[src/hw/rtl/bms_pkg.sv]
// shared widths, types and the controller-to-datapath command and status words
// for the merge sort block; no dependencies
`timescale 1ns / 1ps

package bms_pkg;

	localparam int MAX_ITEMS = 64;
	localparam int DATA_W    = 32;
	localparam int IN_W      = 32;
	localparam int OUT_W     = 32;
	localparam int IDX_W     = $clog2(MAX_ITEMS);
	localparam int CNT_W     = $clog2(MAX_ITEMS + 1);

	typedef logic [DATA_W-1:0] data_t;
	typedef logic [IDX_W-1:0]  idx_t;
	typedef logic [CNT_W-1:0]  cnt_t;
	typedef logic [CNT_W:0]    sum_t;

	typedef struct packed {
		logic store;   // input word accepted
		logic start;   // accepted word closes the set
		logic prime;   // set up a pass, fetch the first heads
		logic merge;   // one merge step
		logic drain;   // output phase
		logic emit;    // output word taken
	} cmd_t;

	typedef struct packed {
		logic pass_last;
		logic sort_done;
		logic out_last;
	} status_t;

	function automatic sum_t umin(input sum_t a, input sum_t b);
		return (a < b) ? a : b;
	endfunction

endpackage

[src/hw/rtl/bms_ctrl.sv]
// state machine of the merge sort: load, pass setup, merge, output
// depends on bms_pkg
`timescale 1ns / 1ps

module bms_ctrl (
	input  logic             clk,
	input  logic             arst_n,
	input  logic             in_valid,
	input  logic             in_last,
	output logic             in_ready,
	input  logic             out_ready,
	output logic             out_valid,
	input  bms_pkg::status_t status,
	output bms_pkg::cmd_t    cmd
);
	import bms_pkg::*;

	typedef enum logic [3:0] {
		ST_LOAD  = 4'b0001,
		ST_PRIME = 4'b0010,
		ST_MERGE = 4'b0100,
		ST_OUT   = 4'b1000
	} state_t;

	state_t state_q, state_d;

	always_ff @(posedge clk or negedge arst_n) begin
		if (!arst_n) begin
			state_q <= ST_LOAD;
		end else begin
			state_q <= state_d;
		end
	end

	always_comb begin
		state_d   = state_q;
		in_ready  = 1'b0;
		out_valid = 1'b0;
		cmd       = '0;
		case (state_q)
			ST_LOAD: begin
				in_ready  = 1'b1;
				cmd.store = in_valid;
				cmd.start = in_valid & in_last;
				if (in_valid && in_last) state_d = ST_PRIME;
			end
			ST_PRIME: begin
				cmd.prime = 1'b1;
				state_d = status.sort_done ? ST_OUT : ST_MERGE;
			end
			ST_MERGE: begin
				cmd.merge = 1'b1;
				if (status.pass_last) state_d = ST_PRIME;
			end
			ST_OUT: begin
				out_valid = 1'b1;
				cmd.drain = 1'b1;
				cmd.emit  = out_ready;
				if (out_ready && status.out_last) state_d = ST_LOAD;
			end
			default: begin
				state_d = ST_LOAD;
			end
		endcase
	end

endmodule

[config.mk]
export PLATFORM = sky130hd
export DESIGN_NAME = bms_ctrl
export DESIGN_NICKNAME = d
export VERILOG_FILES = /design/src/hw/rtl/bms_pkg.sv /design/src/hw/rtl/bms_ctrl.sv
export SDC_FILE = /design/constraint.sdc
export NUM_CORES = 1
export LEC_CHECK = 0
export BUFFER_PORTS_ARGS = -buffer_cell sky130_fd_sc_hd__clkbuf_2
export CORE_AREA = 2 2 39 41
export CTS_BUF_LIST = sky130_fd_sc_hd__clkbuf_8
export DETAILED_ROUTE_END_ITERATION = 6
export DIE_AREA = 0 0 41 43
export GPL_ROUTABILITY_DRIVEN = 0
export PLACE_DENSITY_LB_ADDON = 0.2
export SLEW_MARGIN = 25
export SYNTH_ARGS = -nofsm -noshare
export SYNTH_HDL_FRONTEND = slang
export SYNTH_SLANG_ARGS = --single-unit
[constraint.sdc]
create_clock -name clk -period 2.5 [get_ports clk]
set_clock_uncertainty 0.05 [all_clocks]
set_input_delay 0.25 -clock clk [delete_from_list [all_inputs] [get_ports clk]]
set_output_delay 0.25 -clock clk [all_outputs]
set_load 0.02 [all_outputs]
==> impl_metrics.csv, run 1 <==
group,metric,value,unit
clock_network,clk_path_buf_depth,2,
clock_network,numClockSinks,4,
route,drcViolationCount,0,
worst_setup_path,timing.critical_path.from_type,"flip-flop",
sta,hold_viol_final,0,
final_layout,layout.cells.non_filler,63,
worst_setup_path,crit_arrival,1.47,ns
worst_setup_path,crit-reg2reg-launch,"state_q[1]$_DFFE_PN0P_",
worst_setup_path,reg2regPathDepth,3,
synth,netlist_instances,31,
sta,setup_repair_after_global_routing_missed_its_margin,"no",
global_route,grt_pass1_wl,1.242,mm
floorplanning,die_height,43,µm
hold_path,worstHoldPathType,"input port to flip-flop",
status,outcome,"completed",
worst_setup_path,worstPathRequired,2.20,ns
synth,synth_top_cell_by_area,"dfrtp_1",
floorplanning,floorplan.die.width,41,µm
route,drt-pass1-iter-count,4,
hold_path,worstHoldPathCells,3,
clock_network,cts_tree,"done",
worst_setup_path,crit_path_end_kind,"primary output",
sta,period_share,0.7093,
final_layout,post_route_cells_drive_above_1_share,0.4894,
floorplanning,floorplan.rows,14,
worst_setup_path,reg2reg_slack,1.24,ns
global_route,grt_pass1_vias,275,
route,routed_wirelength,649,µm
route,ant_nets,0,
sta,maxClockFrequency,0.5640,GHz
sta,postLayoutSetupSlackWorst,0.7268,ns
clock_network,cts_root_buf,"clkbuf_8",
sta,slew_headroom,0.7431,
sta,tightest_slew,0.3853,ns
floorplanning,placeableCoreArea,1384,µm²
floorplanning,num_io_pins,16,
power,power.leakage,0.2127,nW
final_layout,area_growth,41.15,%
clock_network,cts_resized,0,
route,route.vias.total,272,
job,drv.max_cap_violation_count,0,
synth,number_of_library_cell_types_mapped_by_synthesis,21,
synth,ys_top_cells_by_area,"dfrtp_1 25%, dfstp_2 8.6%, nor4b_4 7.8%",
route,avgViaCountPerCell,4.317,
sta,drv_slew,0,
synth,synth_top_cell_area_share,0.2469,
final_layout,largestRegisters,"state_q (4)",
synth,sequential_to_total_area_share_from_yosys_stat,0.3333,
sta,finalSetupViolations,0,
route,dr.first_iter.drc_count,3,
power,power_per_cell_area,615.6,nW/µm²
hold_path,hold-path-endpoint,"state_q[1]$_DFFE_PN0P_",
final_layout,layout_common_cells,"15 x clkbuf_2, 3 x nand2_1, 3 x clkbuf_8, 3 x dfrtp_1",
synth,syn-cell-area,304.0,µm²
final_layout,final_nets,56,
synth,synth-seq-cells,4,
global_route,grt_max_degree,11,
global_route,grt_total_ovfl,0,
worst_setup_path,worst_r2r_endpoint,"state_q[0]$_DFFE_PN1P_",
floorplanning,dieArea,1763,µm²
worst_setup_path,crit_path_max_fanout,9,
place,place.port_buffers,15,
worst_setup_path,type_of_the_setup_path_with_the_least_slack,"flip-flop to primary output",
place,post-place-ws,0.9434,ns
synth,syn_nets,39,
route,avgRoutedWirePerCell,10.30,µm
clock_network,clk_pin_slew_worst_paths,0.03,ns
synth,ys.warnings.count,0,
sta,finalSetupTns,0,ns
clock_network,tritoncts.num_buffers,3,
final_layout,antenna_cells,0,
power,max-vdd-ir-drop,192.0,µV
sta,final_period_minus_worst_setup_slack,1.773,ns
global_route,gr_util_all_layers,0.1090,
place,dp_cells,58,
global_route,antenna_found_initial,0,
final_layout,regMostFlops,"state_q",
final_layout,layout.cells.most_common,"clkbuf_2",
hold_path,timing.hold.worst.start,"status[2]",
floorplanning,initial_utilization,0.2197,
place,dp.final_hpwl,476,µm
clock_network,h-tree-depth,1,
final_layout,fillCellCount,151,
sta,fin_hold_ws,0.2224,ns
final_layout,largest_register_ffs,4,
synth,syn_avg_cell_area,9.808,µm²
clock_network,clk_latency,0.22,ns
[critical path, stage by stage (launching register included)]
cell	delay, ns
dfrtp_1	0.52
nor2b_1	0.20
nor3b_2	0.22
and2_1	0.15
clkbuf_2	0.16
[Yosys cell counts]
| master | number |
|---|---|
| dfstp_2 | 1 |
| and2_1 | 2 |
| nor2_1 | 1 |
| o21a_1 | 1 |
| nor4b_1 | 1 |
| inv_1 | 1 |
| nand2_1 | 3 |
| nor3b_1 | 1 |
| a21oi_1 | 1 |
| o31a_1 | 1 |
| nor3b_2 | 1 |
| nor3_1 | 1 |
| buf_4 | 2 |
| buf_2 | 2 |
| dfrtp_1 | 3 |
| nand3b_1 | 2 |
| a211oi_1 | 2 |
| nand3_2 | 1 |
| nor2b_1 | 2 |
| nor4b_2 | 1 |
| nor4b_4 | 1 |
[through the flow]
step / instance area [µm²] / util / power, mW
after global placement: 374.1 / 0.2703 / 0.1251
after CTS: 429.2 / 0.3101 / 0.2696
after global routing: 429.2 / 0.3101 / 0.2821
final: 429.2 / 0.3101 / 0.2642
after detailed placement: 374.1 / 0.2703 / 0.1251
after floorplan: 304.0 / - / 0.1093
[how the worst max path moves through the flow]
stage | endpoint | from | cells past startpoint | slack [ns]
after floorplan | cmd[0] | state_q[3]$_DFFE_PN0P_ | 4 | 0.87
after global placement | cmd[0] | state_q[3]$_DFFE_PN0P_ | 4 | 0.92
after detailed placement | cmd[0] | state_q[3]$_DFFE_PN0P_ | 4 | 0.94
after CTS | cmd[0] | state_q[3]$_DFFE_PN0P_ | 4 | 0.69
after global routing | cmd[0] | state_q[3]$_DFFE_PN0P_ | 4 | 0.54
final | cmd[0] | state_q[3]$_DFFE_PN0P_ | 4 | 0.73
[layer usage]
metal | part of all wire | global-route usage | up-vias
li1 | - | - | 142
met2 | 0.50 | 0.1281 | 8
met5 | 0 | 0 | -
met4 | 0 | 0.08000 | 0
met1 | 0.45 | 0.1503 | 122
met3 | 0.052 | 0.04712 | 0
[what timing repair did]
| action | CTS | global route |
|---|---|---|
| hold buffers | 1 | 0 |
| endpoints found under the hold margin | 4 | 0 |
| buffers inserted | 0 | 0 |
[logic make-up after synthesis]
logic type / share of synthesized area
buffers and inverters: 0.09463
AND/OR/NAND/NOR: 0.4526
AO/OA/AOI/OAI: 0.1193
flip-flops: 0.3333
[area by class of cell]
type                       count  area, µm²  area share
tap                           16      20.02     0.04665
sequential                     4      101.3      0.2362
clock inverter                 1      3.754    0.008746
clock buffer                   3      41.29     0.09621
inverter                       1      3.754    0.008746
timing repair buffer          16      85.08      0.1983
multi-input combinational     22      173.9      0.4052
[power breakdown]
group	switching (mW)	internal [mW]	leakage [nW]
Sequential	0.0108	0.0703	0.0516
Combinational	0.0217	0.0219	0.134
Clock	0.0348	0.105	0.0269
Note: power is estimated with default switching activity, not from simulation.
==> run 2: changes to the inputs <==
- clock period: 2.5 -> 1.6 ns (I/O delays scaled with it)
==> run 2 against run 1 <==
Flip-flop and latch count unchanged. Critical path type unchanged. Cell area up 16%. Largest power group unchanged. Worst setup slack worse by 0.66 ns. Combinational power up 150%. Highest routed layer unchanged. Core utilization up 5.1 points.
==> impl_metrics.csv, run 2 (same netlist as run 1, synthesis figures left out) <==
group,metric,value,unit
status,outcome,"completed",
route,route.vias.total,303,
worst_setup_path,timing.critical_path.from_type,"flip-flop",
global_route,grt_pass1_vias,293,
final_layout,largestRegisters,"state_q (4)",
final_layout,layout.cells.most_common,"clkbuf_2",
sta,tightest_slew,0.2783,ns
place,dp_cells,61,
power,proportion_of_power_drawn_by_combinational_gates,0.241,
sta,period_share,0.9599,
sta,setup_repair_after_global_routing_missed_its_margin,"yes",
power,total_power,443.6,µW
final_layout,regMostFlops,"state_q",
sta,drv_slew,0,
sta,hold_viol_final,0,
final_layout,fillCellCount,143,
worst_setup_path,worstPathRequired,1.39,ns
final_layout,layout.cells.non_filler,69,
final_layout,final_nets,62,
worst_setup_path,crit_arrival,1.33,ns
route,drcViolationCount,0,
power,clock_power_share,0.498,
worst_setup_path,timing.critical_path.buf_inv,1,
floorplanning,num_io_pins,16,
floorplanning,die_height,43,µm
worst_setup_path,crit_path_end_kind,"primary output",
final_layout,layout_common_cells,"10 x clkbuf_2, 7 x buf_4, 3 x nand2_1, 3 x clkbuf_8, 3 x buf_2",
floorplanning,floorplan.die.width,41,µm
floorplanning,initial_utilization,0.2197,
global_route,gr_util_all_layers,0.1100,
power,p_seq_frac,0.261,
route,avgRoutedWirePerCell,10.90,µm
worst_setup_path,timing.critical_path.slowest_stage_cell,"dfrtp_2",
power,net_switching_power_of_the_design,115.7,µW
final_layout,post_route_cells_drive_above_1_share,0.6226,
sta,maxClockFrequency,0.6511,GHz
global_route,grt_max_degree,10,
global_route,grt_total_ovfl,0,
sta,finalSetupViolations,0,
place,place.port_buffers,15,
route,ant_nets,0,
final_layout,area_growth,64.20,%
sta,finalSetupTns,0,ns
final_layout,seqCellArea,103.9,µm²
worst_setup_path,timing.critical_path.max_delay_family,"simple AND/OR/NAND/NOR gates",
floorplanning,placeableCoreArea,1384,µm²
place,post-place-ws,0.1871,ns
final_layout,antenna_cells,0,
floorplanning,dieArea,1763,µm²
worst_setup_path,type_of_the_setup_path_with_the_least_slack,"flip-flop to primary output",
clock_network,clk_pin_slew_worst_paths,0.04,ns
job,drv.max_cap_violation_count,0,
sta,final_period_minus_worst_setup_slack,1.536,ns
clock_network,clk_path_buf_depth,2,
worst_setup_path,crit_path_cell_trace,"nor4b_4 > and2_1 > buf_4",
power,power_per_cell_area,888.6,nW/µm²
route,routed_wirelength,752,µm
floorplanning,floorplan.rows,14,
global_route,grt_pass1_wl,1.207,mm
hold_path,worstHoldPathType,"input port to flip-flop",
power,max-vdd-ir-drop,354.0,µV
clock_network,cts_tree,"done",
final_layout,multiInputGateArea,187.7,µm²
place,dp.final_hpwl,542.6,µm
route,dr.first_iter.drc_count,3,
power,power.leakage,0.2446,nW
clock_network,clk_latency,0.22,ns
sta,postLayoutSetupSlackWorst,0.06410,ns
route,drt-pass1-iter-count,3,
clock_network,tritoncts.num_buffers,3,
final_layout,largest_register_ffs,4,
clock_network,cts_root_buf,"clkbuf_8",
route,avgViaCountPerCell,4.391,
worst_setup_path,critPathMaxStageDelay,0.44,ns
worst_setup_path,crit_path_max_fanout,4,
clock_network,h-tree-depth,1,
sta,slew_headroom,0.8137,
clock_network,numClockSinks,4,
final_layout,design_area,499.2,µm²
place,postPlaceCellArea,396.6,µm²
power,power.share.switching,0.2609,
global_route,antenna_found_initial,0,
power,internal_power,327.9,µW
## run 2: changes by cell type in the layout (fill, tap and decap cells not counted)
cell,previous run,this run
buf_2,0,3
buf_4,0,7
buf_6,0,1
clkbuf_2,15,10
dfrtp_1,3,1
dfrtp_2,0,2
inv_1,2,1
inv_2,0,1
nor2b_1,2,1
nor2b_4,0,1
nor3b_2,1,0
nor3b_4,0,1
## run 2: cell type report
type	count	share of cell area
Multi-Input combinational cell	22	0.3759
Timing Repair Buffer	22	0.2782
Sequential cell	4	0.2080
Clock buffer	3	0.08271
Tap cell	16	0.04010
Clock inverter	1	0.007519
Inverter	1	0.007519
## run 2: layer usage
metal | share of wire | vias to the layer above | track usage
met5 | 0 | - | 0
met3 | 0.029 | 0 | 0.03141
li1 | - | 153 | -
met4 | 0 | 0 | 0.1200
met2 | 0.56 | 6 | 0.1500
met1 | 0.41 | 144 | 0.1209
## run 2: tightest hold or removal path, cell delays in order
cell and delay (ns):
clkbuf_2 0.09, nand2_1 0.05, nand2_1 0.06
## run 2: worst paths after layout
path / start / end / slack [ns] / cells past startpoint
max: state_q[2]$_DFFE_PN0P_ / cmd[5] / 0.06 / 3
min: status[2] / state_q[1]$_DFFE_PN0P_ / 0.12 / 3
max reg2reg: state_q[2]$_DFFE_PN0P_ / state_q[0]$_DFFE_PN1P_ / 0.30 / 4
min reg2reg: state_q[3]$_DFFE_PN0P_ / state_q[3]$_DFFE_PN0P_ / 0.60 / 2
max in group asynchronous: arst_n / state_q[0]$_DFFE_PN1P_ / 1.06 / 2
min in group asynchronous: arst_n / state_q[2]$_DFFE_PN0P_ / 0.23 / 2
## run 2: timing repair
action	in CTS	in global routing
pin swaps	1	3
setup endpoints to repair	2	7
hold buffers	1	0
buffers inserted	3	0
endpoints found under the hold margin	4	0
resized for setup	2	12
## run 2: power by group through the flow
stage	registers, mW	clock network (mW)	logic, mW
2_1_floorplan	0.116	0	0.0545
4_1_cts	0.116	0.229	0.101
6_report	0.116	0.221	0.107
5_1_grt	0.117	0.236	0.117
3_3_place_gp	0.117	0	0.0881
3_5_place_dp	0.117	0	0.0876
## run 2: through the flow
stage,util,hold WS [ns]
after detailed placement,0.2866,-0.07877
after global routing,0.3608,0.1590
final,0.3608,0.1197
after CTS,0.3445,0.1171
after global placement,0.2866,-0.07884
after floorplan,-,-0.1856
